`src/hdl/gzhp_pkg.sv`:
```
// Shared types, constants and the CRC-32 byte step for the gzip header parser.
// No dependencies.
package gzhp_pkg;

	localparam int unsigned MAX_HEADER_BYTES = 8192;
	// Byte counter holds values up to and including the header limit
	localparam int unsigned CNT_W = $clog2(MAX_HEADER_BYTES + 1);
	localparam int unsigned LEN_W = 14;
	localparam int unsigned FIXED_BYTES = 10;
	localparam int unsigned FLAG_BYTE_POS = 4;

	localparam logic [7:0] MAGIC1 = 8'h1F;
	localparam logic [7:0] MAGIC2 = 8'h8B;
	localparam logic [7:0] FLAG_MASK = 8'h1F;

	localparam logic [4:0] FL_HCRC    = 5'h02;
	localparam logic [4:0] FL_EXTRA   = 5'h04;
	localparam logic [4:0] FL_NAME    = 5'h08;
	localparam logic [4:0] FL_COMMENT = 5'h10;

	localparam logic [31:0] CRC_POLY = 32'hEDB88320;
	localparam logic [31:0] CRC_INIT = 32'hFFFFFFFF;

	typedef enum logic [2:0] {
		ST_OK       = 3'd0,
		ST_NOT_GZIP = 3'd1,
		ST_FLAGS    = 3'd2,
		ST_TRUNC    = 3'd3,
		ST_CRC      = 3'd4
	} status_t;

	typedef struct packed {
		logic [7:0] data_byte;
		logic       last_byte;
	} byte_req_t;

	typedef struct packed {
		status_t          status;
		logic [LEN_W-1:0] header_length;
	} verdict_t;

	// Reflected CRC-32, one byte, bitwise
	function automatic logic [31:0] crc_byte(input logic [31:0] crc, input logic [7:0] b);
		logic [31:0] c;
		c = crc ^ {24'd0, b};
		for (int i = 0; i < 8; i++) begin
			c = c[0] ? ((c >> 1) ^ CRC_POLY) : (c >> 1);
		end
		return c;
	endfunction

endpackage

```
`src/hdl/gzip_header_parser.sv`:
```
// Gzip member header parser: per-byte state update, one-byte CRC-32 and a
// two-entry verdict register. Depends on gzhp_pkg.
//
// Takes one header byte per cycle, no gaps required, while byte_stall is low;
// gives one registered verdict (status and header length) per header for the
// byte that decides it. Throughput is one byte per clock while not stalled, set
// by the per-byte phase update and the single CRC-32 byte step. Verdicts sit in
// an output register backed by a skid register, so byte_stall only rises once
// two verdicts are waiting. Bytes after a verdict up to last_byte are swallowed.
module gzip_header_parser (
	input  logic                clk,
	input  logic                arst_n,
	input  logic                byte_valid,
	output logic                byte_stall,
	input  gzhp_pkg::byte_req_t byte_req,
	output logic                verdict_valid,
	input  logic                verdict_stall,
	output gzhp_pkg::verdict_t  verdict
);

	typedef enum logic [3:0] {
		PH_WAIT, PH_MAGIC2, PH_FIXED, PH_FIXED_BAD, PH_XLEN_LO, PH_XLEN_HI,
		PH_EXTRA, PH_NAME, PH_COMMENT, PH_HCRC_LO, PH_HCRC_HI, PH_DRAIN, PH_COMPLETE
	} phase_t;

	phase_t                       phase_q, phase_d;
	logic [gzhp_pkg::CNT_W-1:0]   count_q, count_d, count_base;
	logic [4:0]                   flags_q, flags_d, flags_base;
	logic [15:0]                  extra_q, extra_d, extra_base;
	logic [7:0]                   xlen_lo_q, xlen_lo_d;
	logic [31:0]                  crc_q, crc_d, crc_base;
	logic [7:0]                   crc_lo_q, crc_lo_d;

	logic                         accept, push, hit;
	gzhp_pkg::status_t            st;
	logic [gzhp_pkg::LEN_W-1:0]   len;
	gzhp_pkg::verdict_t           push_data;

	logic                         out_valid_q, skid_valid_q;
	gzhp_pkg::verdict_t           out_q, skid_q;
	logic                         out_take;

	logic [7:0] b;
	logic       last;

	function automatic phase_t section_from(input phase_t ph, input logic [4:0] fl);
		phase_t r;
		if (ph <= PH_XLEN_LO && (fl & gzhp_pkg::FL_EXTRA) != 5'd0)
			r = PH_XLEN_LO;
		else if (ph <= PH_NAME && (fl & gzhp_pkg::FL_NAME) != 5'd0)
			r = PH_NAME;
		else if (ph <= PH_COMMENT && (fl & gzhp_pkg::FL_COMMENT) != 5'd0)
			r = PH_COMMENT;
		else if (ph <= PH_HCRC_LO && (fl & gzhp_pkg::FL_HCRC) != 5'd0)
			r = PH_HCRC_LO;
		else
			r = PH_COMPLETE;
		return r;
	endfunction

	assign b = byte_req.data_byte;
	assign last = byte_req.last_byte;
	assign byte_stall = skid_valid_q;
	assign accept = byte_valid && !byte_stall;

	always_comb begin
		// A new header starts from cleared fields
		count_base = (phase_q == PH_WAIT) ? '0 : count_q;
		flags_base = (phase_q == PH_WAIT) ? '0 : flags_q;
		extra_base = (phase_q == PH_WAIT) ? '0 : extra_q;
		crc_base   = (phase_q == PH_WAIT) ? gzhp_pkg::CRC_INIT : crc_q;

		phase_d   = phase_q;
		flags_d   = flags_base;
		extra_d   = extra_base;
		xlen_lo_d = (phase_q == PH_WAIT) ? 8'd0 : xlen_lo_q;
		crc_lo_d  = (phase_q == PH_WAIT) ? 8'd0 : crc_lo_q;
		count_d   = count_base + 1'b1;
		crc_d     = (phase_q == PH_HCRC_LO || phase_q == PH_HCRC_HI) ? crc_base :
			gzhp_pkg::crc_byte(crc_base, b);
		hit = 1'b0;
		st  = gzhp_pkg::ST_OK;
		len = '0;

		case (phase_q)
			PH_WAIT: begin
				if (b == gzhp_pkg::MAGIC1) phase_d = PH_MAGIC2;
				else begin
					hit = 1'b1;
					st  = gzhp_pkg::ST_NOT_GZIP;
				end
			end
			PH_MAGIC2: begin
				if (b == gzhp_pkg::MAGIC2) phase_d = PH_FIXED;
				else begin
					hit = 1'b1;
					st  = gzhp_pkg::ST_NOT_GZIP;
				end
			end
			PH_FIXED, PH_FIXED_BAD: begin
				if (count_d == gzhp_pkg::CNT_W'(gzhp_pkg::FLAG_BYTE_POS)) begin
					flags_d = b[4:0];
					if ((b & ~gzhp_pkg::FLAG_MASK) != 8'd0) phase_d = PH_FIXED_BAD;
				end
				if (count_d >= gzhp_pkg::CNT_W'(gzhp_pkg::FIXED_BYTES)) begin
					if (phase_q == PH_FIXED_BAD) begin
						hit = 1'b1;
						st  = gzhp_pkg::ST_FLAGS;
					end else begin
						phase_d = section_from(PH_XLEN_LO, flags_d);
					end
				end
			end
			PH_XLEN_LO: begin
				xlen_lo_d = b;
				phase_d   = PH_XLEN_HI;
			end
			PH_XLEN_HI: begin
				extra_d = {b, xlen_lo_q};
				phase_d = ({b, xlen_lo_q} != 16'd0) ? PH_EXTRA : section_from(PH_NAME, flags_q);
			end
			PH_EXTRA: begin
				extra_d = extra_q - 1'b1;
				if (extra_q == 16'd1) phase_d = section_from(PH_NAME, flags_q);
			end
			PH_NAME: begin
				if (b == 8'd0) phase_d = section_from(PH_COMMENT, flags_q);
			end
			PH_COMMENT: begin
				if (b == 8'd0) phase_d = section_from(PH_HCRC_LO, flags_q);
			end
			PH_HCRC_LO: begin
				crc_lo_d = b;
				phase_d  = PH_HCRC_HI;
			end
			PH_HCRC_HI: begin
				hit = 1'b1;
				if (~crc_q[15:0] == {b, crc_lo_q}) phase_d = PH_COMPLETE;
				else st = gzhp_pkg::ST_CRC;
			end
			default: begin
				hit = 1'b1;
				st  = gzhp_pkg::ST_TRUNC;
			end
		endcase

		if (phase_d == PH_COMPLETE) begin
			hit = 1'b1;
			st  = gzhp_pkg::ST_OK;
			len = count_d[gzhp_pkg::LEN_W-1:0];
		end else if (!hit) begin
			if (count_d >= gzhp_pkg::CNT_W'(gzhp_pkg::MAX_HEADER_BYTES)) begin
				hit = 1'b1;
				st  = gzhp_pkg::ST_TRUNC;
			end else if (last) begin
				hit = 1'b1;
				st  = (count_d < gzhp_pkg::CNT_W'(gzhp_pkg::FIXED_BYTES)) ?
					gzhp_pkg::ST_NOT_GZIP : gzhp_pkg::ST_TRUNC;
			end
		end

		// Drain swallows bytes; a marked last byte always restarts the search
		if (phase_q == PH_DRAIN) begin
			hit = 1'b0;
			phase_d = last ? PH_WAIT : PH_DRAIN;
		end else if (last) begin
			phase_d = PH_WAIT;
		end else if (hit) begin
			phase_d = PH_DRAIN;
		end
	end

	assign push = accept && hit;
	assign push_data = '{status: st, header_length: len};
	assign out_take = out_valid_q && !verdict_stall;

	always_ff @(posedge clk or negedge arst_n) begin
		if (!arst_n) begin
			phase_q      <= PH_WAIT;
			count_q      <= '0;
			flags_q      <= '0;
			extra_q      <= '0;
			xlen_lo_q    <= '0;
			crc_q        <= gzhp_pkg::CRC_INIT;
			crc_lo_q     <= '0;
			out_valid_q  <= 1'b0;
			skid_valid_q <= 1'b0;
			out_q        <= '0;
			skid_q       <= '0;
		end else begin
			if (accept) begin
				phase_q   <= phase_d;
				count_q   <= count_d;
				flags_q   <= flags_d;
				extra_q   <= extra_d;
				xlen_lo_q <= xlen_lo_d;
				crc_q     <= crc_d;
				crc_lo_q  <= crc_lo_d;
			end
			if (!out_valid_q || out_take) begin
				if (skid_valid_q) begin
					out_valid_q  <= 1'b1;
					skid_valid_q <= push;
					out_q        <= skid_q;
					if (push) skid_q <= push_data;
				end else begin
					out_valid_q  <= push;
					if (push) out_q <= push_data;
				end
			end else if (push) begin
				skid_valid_q <= 1'b1;
				skid_q       <= push_data;
			end
		end
	end

	assign verdict_valid = out_valid_q;
	assign verdict = out_q;

	a_skid_needs_main: assert property (@(posedge clk) disable iff (!arst_n)
		skid_valid_q |-> out_valid_q)
		else $error("skid register holds a verdict while output register is empty");

	a_no_verdict_in_drain: assert property (@(posedge clk) disable iff (!arst_n)
		(accept && phase_q == PH_DRAIN) |-> !push)
		else $error("verdict raised while draining the stream");

	a_ok_has_length: assert property (@(posedge clk) disable iff (!arst_n)
		(push && st == gzhp_pkg::ST_OK) |-> (len >= gzhp_pkg::LEN_W'(gzhp_pkg::FIXED_BYTES)))
		else $error("ok verdict with a header shorter than the fixed part");

	a_fail_zero_length: assert property (@(posedge clk) disable iff (!arst_n)
		(push && st != gzhp_pkg::ST_OK) |-> (len == '0))
		else $error("failed verdict carries a header length");

	a_verdict_then_drain: assert property (@(posedge clk) disable iff (!arst_n)
		(push && !last) |=> (phase_q == PH_DRAIN))
		else $error("no drain after a verdict on a non-final byte");

endmodule
```
`config.mk`:
```
export PLATFORM = sky130hd
export DESIGN_NAME = gzip_header_parser
export DESIGN_NICKNAME = d
export VERILOG_FILES = /design/src/hdl/gzhp_pkg.sv /design/src/hdl/gzip_header_parser.sv
export SDC_FILE = /design/constraint.sdc
export NUM_CORES = 1
export LEC_CHECK = 0
export BUFFER_PORTS_ARGS = -buffer_cell sky130_fd_sc_hd__clkbuf_2
export CAP_MARGIN = 20
export CORE_MARGIN = 2
export CORE_UTILIZATION = 47
export DETAILED_ROUTE_END_ITERATION = 6
export SETUP_SLACK_MARGIN = 0.4
export SLEW_MARGIN = 20
export SYNTH_ARGS = -nofsm -noshare
export SYNTH_HDL_FRONTEND = slang
export SYNTH_SLANG_ARGS = --single-unit
```
`constraint.sdc`:
```
create_clock -name clk -period 13.1 [get_ports clk]
set_clock_uncertainty 0.1 [all_clocks]
set_input_delay 1.31 -clock clk [delete_from_list [all_inputs] [get_ports clk]]
set_output_delay 1.31 -clock clk [all_outputs]
set_load 0.03 [all_outputs]
```
======== Word level (Yosys, flattened, before mapping) ========
Cells that the tools add are included.
word-level totals
  flip-flop bits (word level) ............. 123
  bits in latches ......................... 0
  RAM bits ................................ 0
  bits in read-only memories .............. 0
  bits of input ports ..................... 13
  output and inout port bits .............. 19
  logic and storage cells ................. 143
  memories kept ........................... 0
operators by class
  $add $sub $neg .......................... 2
  multiply operators ...................... 0
  div/mod/pow operators ................... 0
  magnitude comparators ................... 3
  eq/ne operators ......................... 18
  shifts and indexed selects .............. 0
  muxes and demuxes ....................... 74
  bitwise gates (word level) .............. 10
  reductions and logical operators ........ 23
operators by type and width
  operator                                                    number
  two-way mux 32 bit                                          10
  NOT 13 -> 14 bit                                            8
  two-way mux 17 bit                                          5
  two-way mux 4 bit                                           19
  one-hot mux 4 bit (10 select lines)                         1
  one-hot mux 16 bit (2 select lines)                         1
  bitwise XOR 32 x 8 -> 32 bit                                1
  two-way mux 14 bit                                          2
  two-way mux 3 bit                                           8
  two-way mux 8 bit                                           3
  == test 4 bit (second input constant)                       5
  two-way mux 5 bit                                           4
  == test 16 x 1 -> 1 bit (second input constant)             1
  == test 16 bit                                              1
  == test 4 x 3 -> 1 bit (second input constant)              4
  two-way mux 16 bit                                          1
  NOT 16 bit                                                  1
  nonzero test 16 bit                                         1
  subtractor 16 x 1 -> 16 bit (second input constant)         1
  two-way mux 1 bit                                           15
  one-hot mux 3 bit (5 select lines)                          1
  adder 14 x 1 -> 14 bit (second input constant)              1
  == test 14 x 3 -> 1 bit (second input constant)             1
  greater-or-equal comparator 14 bit (second input constant)  1
  20 further kinds                                            34

======== Logic depth before layout (Yosys ltp) ========
Gate-level depths: netlist of the first run.
  word-level depth ........................ 20
  gate-level depth with buffers ........... 18
  mapped depth without buffers ............ 13

======== Worst setup path before layout of the first run ========
Ideal clock, no wire load.
  path type ............................... reg2reg
  start point ............................. reg phase_q[1]
  end point ............................... reg out_q (netlist bit verdict[13])
  setup time .............................. 0.128 ns
  arrival time ............................ 4.454 ns
  data required time ...................... 12.872 ns
  path slack .............................. 8.419 ns
  stages on the path, launching flop included .. 18
  path buffers ............................ 4
  clock period less this slack ............ 4.681 ns
  path through ............................ dfrtp_1 buf_6 or4_4 buf_6 clkbuf_1 and2_1 ha_1 nand4_4 nor2_1 or3_1 a31o_1 a2111oi_4 nor2_1 nor4_4 nor2_1 o31ai_4 buf_6 mux2_1
on the way
  longest elaborated chain between the ends .. 19
  elaborated cells on any way between the ends .. 51
  those cells by class .................... add/sub (1); order compare (2); eq/ne (13); mux (29); reduce/logical (6)
RTL lines
  element                              line                                                                          source
  from (decl)                          gzip_header_parser.sv:26                                                      phase_t phase_q, phase_d;
  from (signal assigned)               gzip_header_parser.sv:192                                                     phase_q <= phase_d;
  logical NOT 4 bit                    gzip_header_parser.sv:68, gzip_header_parser.sv:69, gzip_header_parser.sv:85
  two-way mux 14 bit                   gzip_header_parser.sv:68                                                      count_base = (phase_q == PH_WAIT) ? '0 : count_q;
  adder 14 x 1 -> 14 bit               gzip_header_parser.sv:78                                                      count_d = count_base + 1'b1;
  == test 14 x 3 -> 1 bit              gzip_header_parser.sv:101                                                     if (count_d == gzhp_pkg::CNT_W'(gzhp_pkg::FLAG_BYTE_POS)) begin
  two-way mux 5 bit                    gzip_header_parser.sv:101
  two-way mux 5 bit                    gzip_header_parser.sv:85                                                      case (phase_q)
  two-way mux 3 bit                    gzip_header_parser.sv:54                                                      else if (ph <= PH_HCRC_LO && (fl & gzhp_pkg::FL_HCRC) != 5'd0)
  two-way mux 3 bit                    gzip_header_parser.sv:52                                                      else if (ph <= PH_COMMENT && (fl & gzhp_pkg::FL_COMMENT) != 5'd0)
  [... 3 more ...]                     n/a
  two-way mux 4 bit                    gzip_header_parser.sv:105                                                     if (count_d >= gzhp_pkg::CNT_W'(gzhp_pkg::FIXED_BYTES)) begin
  one-hot mux 4 bit (10 select lines)  gzip_header_parser.sv:85
  == test 4 bit                        gzip_header_parser.sv:147                                                     if (phase_d == PH_COMPLETE) begin
  two-way mux 1 bit                    gzip_header_parser.sv:147
  two-way mux 1 bit                    gzip_header_parser.sv:163                                                     if (phase_q == PH_DRAIN) begin
  logical AND 1 bit                    gzip_header_parser.sv:173                                                     assign push = accept && hit;
  nonzero test 2 bit (no line)         n/a
  AND reduction 2 bit (no line)        n/a
  to (signal assigned)                 gzip_header_parser.sv:204                                                     out_q <= skid_q;
  to (signal assigned)                 gzip_header_parser.sv:208                                                     if (push) out_q <= push_data;
  to (decl)                            gzip_header_parser.sv:40                                                      gzhp_pkg::verdict_t out_q, skid_q;
Parallel ways exist; a longest one is shown, timed or not. The select of a mux whose other input is x is not followed.
A chain may end at the register's enable or synchronous reset.

======== Worst setup path in the final report of the first run ========
  start point ............................. reg phase_q[3]
  end point ............................... reg out_q (netlist bit verdict[5])
Same word-level chain as after synthesis.

==> impl_metrics.ini, run 1 <==
[status]
status = finished clean

[min_path]
min_path_type = reg2reg
worstHoldStart = crc_q[19]

[global_route]
grt_pass1_wl_um = 31940
grt_pass1_vias = 5855
grt_max_degree = 71
grt.total_usage_pct = 24.06
grt_overflow = 0
antenna_found_initial = 0

[pwr]
clock_power_share_pct = 25.3
total_power_mw = 2.023
p_int_mw = 1.221
irDropWorstVdd_v = 0.0002469
p_sw_share_pct = 39.66
leakage_nw = 3.517
p_seq_share_pct = 29.1
powerDensity_nw_per_um2 = 240.0
switchingPower_uw = 802.5
p_comb_share_pct = 45.6

[floorplan]
core_area_um2 = 15770
die-area_um2 = 17070
start_util_pct = 47.82
core.rowCount = 46
die_h_um = 130.7
die_width_um = 130.7
pin_count = 32

[timing]
rsz0062_at_grt = no
worst_slew_pin_slew_ps = 1065
period_minus_slack_ps = 5734
layout_setup_ws_ps = 7366
relSlewSlack_pct = 28.47
fmax_mhz = 174.4
fin_tns_setup_ps = 0
holdWs_ps = 378.2
hold_viol = 0
slew_violations = 0
finalSetupViolations = 0
finalCritPeriodShare_pct = 43.77

[clocking]
cts_sinks = 122
cts.reportedPaths.clkPinSlew_ps = 60
cts-resized-gates = 0
cts_tree = done
cts_inserted_buffers = 17
cts_max_level = 4
clk_path_buf_depth = 2
cts_hold_buf = 0
clockRootBuffer = clkbuf_16
cts_setup_buffers = 0
insertion_delay_ps = 430

[logic_synthesis]
syn_nets = 839
synth_common_cells = nand2_1, dfrtp_1, o21ai_0
syn_avg_cell_area_um2 = 9.174
synth_area_um2 = 7541
ys_seq_area_share_pct = 41.02
yosys-top-cells-area = dfrtp_1, dfstp_2, xnor2_1
synth_top_area_cell = dfrtp_1
synthArstFlopShare_pct = 100.0
synth_top_area_share_pct = 29.87
synth-edff-count = 0
synth_flop_cell = dfrtp_1
ys_seq_elements = 122
synthCells = 822
synth_cell_type_count = 73
yosys_warnings = 0
post-synth-top-count-cell = nand2_1

[setup_path]
path_delay_family = simple AND/OR/NAND/NOR gates
cp_cell_sequence = or4_4 > and2_1 > ha_1 > nand4_4 > nor4_2 > mux2i_1 > a31o_1 > a2111oi_4 > nor2_1 > nor4_4 > nor2_1 > o31ai_4 > mux2_2
crit_arrival_ps = 5940
crit_type = reg2reg
start_kind = register
worstPathRequired_ps = 13310
crit_slowest_cell = o31ai_4
reg2reg_from = phase_q[3]
crit_fanout = 21
crit_buf_inv = 0
critPathLaunch = phase_q[3]
crit_top_cell = nor2_1
max_stage_delay_ps = 840
critPathCaptureType = register

[drt]
viasPerCell = 5.816
wl_um = 19400
vias = 6124
drtPass1Iterations = 5
drt_iter0_drc = 510
wire_per_inst_um = 18.43
drc = 0
drtAntennaViolNets = 0

[cells_and_area]
syn_to_final_growth_pct = 11.81
final_cells = 1053
design_area_um2 = 8432
nFillCells = 1459
fin_nets = 841
diodes = 0
final_core_util_pct = 53.47
final_layout_size_suffix_gt1_share_pct = 16.97

[place]
io_buffers = 31
dp_cells = 1021
post_dp_cell_area_um2 = 7790
pre_cts_ws_ps = 7489
dp_hpwl_um = 13210
gp_congestion = 0.8587

[run]
max-cap-violations = 0
-- placed cells by master, fill, tap and decap left out, types with 14 or more instances in the layout --
| cell | count |
|---|---|
| a21oi_1 | 22 |
| o21ai_0 | 89 |
| nand2_1 | 97 |
| xor2_1 | 41 |
| dfstp_2 | 32 |
| clkbuf_16 | 17 |
| dfrtp_1 | 90 |
| nor2_1 | 72 |
| nor3_1 | 16 |
| clkbuf_2 | 30 |
| a22o_1 | 27 |
| xnor2_1 | 68 |
| o31ai_1 | 14 |
| nor4_1 | 15 |
-- worst reg2reg max path, stage by stage, from the launching register on --
cell	delay, ps
dfrtp_1	780
or4_4	420
and2_1	300
ha_1	370
nand4_4	190
nor4_2	410
mux2i_1	200
a31o_1	300
a2111oi_4	480
nor2_1	160
nor4_4	470
nor2_1	160
o31ai_4	840
mux2_2	440
-- layout make-up --
cell class                      instances  area [µm²]  area share, %
Sequential cell                       122        3093          36.68
Timing Repair Buffer                   41       232.7          2.760
Clock buffer                           17       425.4          5.045
Multi-Input combinational cell        628        4141          49.12
Clock inverter                         15       216.5          2.567
Tap cell                              216       270.3          3.205
Inverter                               14       52.55         0.6232
-- kinds of logic (layout without fill, tap and decap cells) --
| logic type | count (synthesis) | after routing | synth area share (%) |
|---|---|---|---|
| xor gates and xnor gates | 110 | 110 | 12.88 |
| AOI/OAI and AO/OA | 222 | 222 | 20.21 |
| adders and majority gates | 4 | 4 | 0.6637 |
| and+or+nand+nor | 269 | 269 | 17.24 |
| muxes | 23 | 23 | 3.717 |
| DFF | 122 | 122 | 41.02 |
| buffers and inverters | 72 | 87 | 4.281 |
-- state kept, by name, indices dropped and copies added (netlist names), 4 cells and up --
signal     count
crc_q         32
skid_q        17
verdict       17
extra_q       16
count_q       14
crc_lo_q       8
xlen_lo_q      8
flags_q        4
phase_q        4
-- layer usage --
layer  global-route usage (%)  vias up  wire (µm)
li1                         -     2913          -
met1                    35.57     2993       9391
met2                    35.26      196       8651
met3                    5.456       22       1105
met4                    7.259        0        253
met5                        0        -          0
-- worst paths after layout --
| check | end | slack, ps | cells after the start |
|---|---|---|---|
| setup / recovery | verdict[5] | 7370 | 13 |
| hold / removal | crc_q[19] | 380 | 2 |
| setup reg to reg | verdict[5] | 7370 | 13 |
| hold reg to reg | crc_q[19] | 380 | 2 |
| max in group asynchronous | skid_q[1] | 10680 | 2 |
| min in group asynchronous | phase_q[1] | 840 | 1 |
-- power by group through the flow --
stage | registers [mW] | logic (mW) | clock network [mW]
detailed placement | 0.594 | 0.911 | 0
CTS | 0.589 | 0.924 | 0.519
global route | 0.602 | 1.02 | 0.538
global placement | 0.590 | 0.899 | 0
finish | 0.589 | 0.922 | 0.512
floorplan | 0.557 | 0.765 | 0
No activity file was read; power rests on OpenSTA's default activity.
==> run 2: changes to the inputs <==
clock period = 5.53 ns   (was 13.1 ns; I/O delays follow)
==> impl_metrics.ini, run 2 (same netlist as run 1, synthesis figures left out) <==
[clocking]
clockRootBuffer = clkbuf_16
cts_max_level = 4
insertion_delay_ps = 430
cts_inserted_buffers = 17
cts_tree = done
cts_sinks = 122
clk_path_buf_depth = 2
cts.reportedPaths.clkPinSlew_ps = 60

[cells_and_area]
syn_to_final_growth_pct = 12.51
largest_reg_flops = 32
final_cells = 1067
layout_common_cells = nand2_1, dfrtp_1, o21ai_0
final_layout_size_suffix_gt1_share_pct = 18.57
final_common_cell = nand2_1
top_register = crc_q
fin_nets = 856
diodes = 0
nFillCells = 1464

[floorplan]
core_area_um2 = 15770
pin_count = 32
core.rowCount = 46
start_util_pct = 47.82
die_h_um = 130.7
die-area_um2 = 17070
die_width_um = 130.7

[global_route]
grt_max_degree = 84
grt_pass1_vias = 5819
antenna_found_initial = 0
grt_overflow = 0
grt_pass1_wl_um = 31440
grt.total_usage_pct = 23.79

[drt]
drtAntennaViolNets = 0
drc = 0
vias = 6134
drtPass1Iterations = 5
drt_iter0_drc = 390
viasPerCell = 5.749
wl_um = 19380
wire_per_inst_um = 18.16

[timing]
fin_tns_setup_ps = 0
hold_viol = 0
relSlewSlack_pct = 35.39
finalSetupViolations = 0
fmax_mhz = 203.3
rsz0062_at_grt = no
slew_violations = 0
worst_slew_pin_slew_ps = 961.7
finalCritPeriodShare_pct = 88.93
period_minus_slack_ps = 4918

[place]
dp_hpwl_um = 13290
gp_congestion = 0.9060
dp_cells = 1034
io_buffers = 31

[setup_path]
critPathCaptureType = register
crit_type = reg2reg
crit_arrival_ps = 5130
crit_fanout = 20
worstPathRequired_ps = 5740
start_kind = register

[pwr]
leakage_nw = 3.545
powerDensity_nw_per_um2 = 543.7
irDropWorstVdd_v = 0.0005024

[run]
max-cap-violations = 0

[min_path]
min_path_type = in2async

[status]
status = finished clean
run 2: changes by cell type in the layout (fill, tap and decap cells not counted), sizes merged:
cell / before / now
buf: 11 / 26
bufinv: 4 / 0
clkbuf: 47 / 49
clkinvlp: 1 / 3
clkinv: 8 / 7
run 2: worst max-delay path, cell delays in order, from the launching register on:
cell,delay [ps]
dfrtp_1,390
or4_4,670
and2_1,260
ha_1,320
nand4_4,160
nor2_1,100
or3_1,310
a31o_1,280
a2111oi_4,330
mux2i_1,140
a211o_1,330
or3_1,420
buf_4,220
a211o_2,470
a22o_1,280
run 2: cell type report:
cell class                      instances  area, µm²  share of cell area [%]
Clock inverter                         12      92.59                   1.091
Tap cell                              216      270.3                   3.185
Clock buffer                           19      452.9                   5.338
Timing Repair Buffer                   56      369.1                   4.350
Multi-Input combinational cell        628       4154                   48.96
Inverter                               14      52.55                  0.6194
Sequential cell                       122       3093                   36.45
run 2: layer usage:
layer	share of wire [%]	global-route usage, %	wire [µm]
met1	50	35.56	9629
met5	0	0	0
met2	44	34.56	8526
met3	4.6	4.886	886
met4	1.8	7.635	340
run 2: where the power goes:
part           switching (mW)  internal (mW)  total [mW]
clock                   0.424          0.596        1.02
sequential              0.181           1.18        1.36
combinational            1.24          0.992        2.23
run 2: stage by stage:
stage	area, µm²	total power, mW	utilization, %	setup WS [ps]	hold WS [ps]
CTS	8433	4.637	53.48	612.7	263.2
finish	8484	4.613	53.80	612.0	84.21
global route	8484	4.951	53.80	446.7	139.8
detailed placement	7888	3.588	50.02	623.8	374.1
global placement	7888	3.540	50.02	701.7	367.6
floorplan	7541	3.131	-	848.6	157.4
run 2: repair_timing:
| item | 4_1_cts | 5_1_grt |
|---|---|---|
| resized for setup | 0 | 2 |
| setup endpoints to repair | 0 | 13 |
| buffers inserted | 0 | 1 |
| hold buffers | 0 | 0 |
run 2: worst paths after layout:
check / startpoint / endpoint / slack, ps / cells past startpoint
max: phase_q[1] / skid_q[7] / 610 / 14
min: arst_n / count_q[9] / 80 / 1
max reg2reg: phase_q[1] / skid_q[7] / 610 / 14
min reg2reg: crc_q[24] / crc_q[24] / 380 / 2
max in group asynchronous: arst_n / crc_q[15] / 4220 / 2
min in group clk: verdict_stall / byte_stall / 300 / 2
==> run 3: changes to the inputs <==
PLACE_DENSITY = 0.71   (was default)
==> impl_metrics.ini, run 3 (same netlist as run 1, synthesis figures left out) <==
[status]
status = finished clean

[floorplan]
die_h_um = 130.7
core.rowCount = 46
start_util_pct = 47.82
die-area_um2 = 17070
pin_count = 32
die_width_um = 130.7
core_area_um2 = 15770

[setup_path]
max_stage_delay_ps = 690
rr_endpoint = verdict[9]
critPathLaunch = phase_q[0]
crit_type = reg2reg
setup.worst_path.end = verdict[9]
critPathCaptureType = register
cp_cell_sequence = or4_4 > and2_1 > ha_1 > nand4_4 > nor2_1 > or3_1 > a31o_1 > a2111oi_4 > nor2_1 > nor4_4 > nor2_1 > o31ai_4 > buf_4 > mux2_2
crit_top_cell = nor2_1
start_kind = register
crit_slowest_cell = or4_4
worstPathRequired_ps = 5730
crit_buf_inv = 1
crit_fanout = 20
cp.depth = 14
crit_arrival_ps = 4990
reg2reg_from = phase_q[0]
path_delay_family = simple AND/OR/NAND/NOR gates
rrSetupSlack_ps = 740
reg2reg_depth = 14

[place]
io_buffers = 31
gp_congestion = 0.8955
dp_hpwl_um = 12320
post_dp_cell_area_um2 = 7888

[clocking]
cts.reportedPaths.clkPinSlew_ps = 60
cts_hold_buf = 0
cts-resized-gates = 0
insertion_delay_ps = 410
cts_setup_buffers = 0
cts_sinks = 122
clk_path_buf_depth = 2
clockRootBuffer = clkbuf_16
cts_inserted_buffers = 17
cts_max_level = 4
cts_tree = done

[cells_and_area]
final_common_cell = nand2_1
diodes = 0
final_layout_size_suffix_gt1_share_pct = 18.35
syn_to_final_growth_pct = 13.54
design_area_um2 = 8562
top_register = crc_q
layout_common_cells = nand2_1, dfrtp_1, o21ai_0
largest_reg_flops = 32
final_core_util_pct = 54.29
fin_nets = 854

[timing]
rsz0062_at_grt = no
hold_viol = 0
slew_violations = 0
period_minus_slack_ps = 4792
fmax_mhz = 208.7
holdWs_ps = 151.7
worst_slew_pin_slew_ps = 1087
fin_tns_setup_ps = 0
finalSetupViolations = 0
finalCritPeriodShare_pct = 86.66
relSlewSlack_pct = 26.96

[drt]
viasPerCell = 5.693
vias = 6069
drt_iter0_drc = 594
drtAntennaViolNets = 0
wl_um = 17880
drtPass1Iterations = 5
wire_per_inst_um = 16.77
drc = 0

[global_route]
grt_max_degree = 70
grt_pass1_vias = 5751
grt.total_usage_pct = 22.29
antenna_found_initial = 0
grt_pass1_wl_um = 29830
grt_overflow = 0

[pwr]
irDropWorstVdd_v = 0.0004822
p_int_mw = 3.004
p_comb_share_pct = 45.9
powerDensity_nw_per_um2 = 562.1
switchingPower_mw = 1.809
p_sw_share_pct = 37.59
leakage_nw = 3.587
p_seq_share_pct = 28.3
clock_power_share_pct = 25.8

[min_path]
min_path_type = in2async

[run]
max-cap-violations = 0
run 3: worst register-to-register path: cells and delay by family, from the launching register on:
family          cells  cell delay (ps)
simple gates        8             2260
compound gates      3              940
mux                 1              380
flops               1              370
fa+ha+maj           1              320
buf+inv             1              300
run 3: power by group through the flow:
stage | logic, mW | clock network, mW | registers, mW
after floorplan | 1.81 | 0 | 1.32
after global placement | 2.17 | 0 | 1.37
after detailed placement | 2.20 | 0 | 1.38
after CTS | 2.22 | 1.27 | 1.36
after global routing | 2.45 | 1.30 | 1.39
final | 2.21 | 1.24 | 1.36
run 3: layer usage:
metal	vias to the layer above	GRT usage, %	wire length [µm]	part of all wire, %
li1	2942	-	-	-
met1	2953	31.96	8748	49
met2	152	33.06	8191	46
met3	22	5.334	682	3.8
met4	0	7.822	254	1.4
met5	-	0	0	0
run 3: metrics by stage:
stage               instances  setup WS [ps]  power (mW)
finish                   1066          737.6       4.812
floorplan                 822          848.6       3.131
global route             1066          430.0       5.145
global placement         1034          716.1       3.536
CTS                      1066          639.9       4.849
detailed placement       1034          656.6       3.577
run 3: how the worst min path moves through the flow:
stage | depth (start not counted) | to
after detailed placement | 2 | crc_q[20]
after floorplan | 0 | byte_stall
after global placement | 2 | crc_q[20]
after CTS | 1 | verdict[10]
after global routing | 1 | verdict[10]
final | 1 | verdict[10]
run 3: area by class of cell:
cell class / instances / area [µm²]
clock buffer: 22 / 474.2
clock inverter: 10 / 187.7
fill: 1456 / 7208
inverter: 14 / 52.55
multi-input combinational: 628 / 4154
sequential: 122 / 3093
tap: 216 / 270.3
timing repair buffer: 54 / 330.3
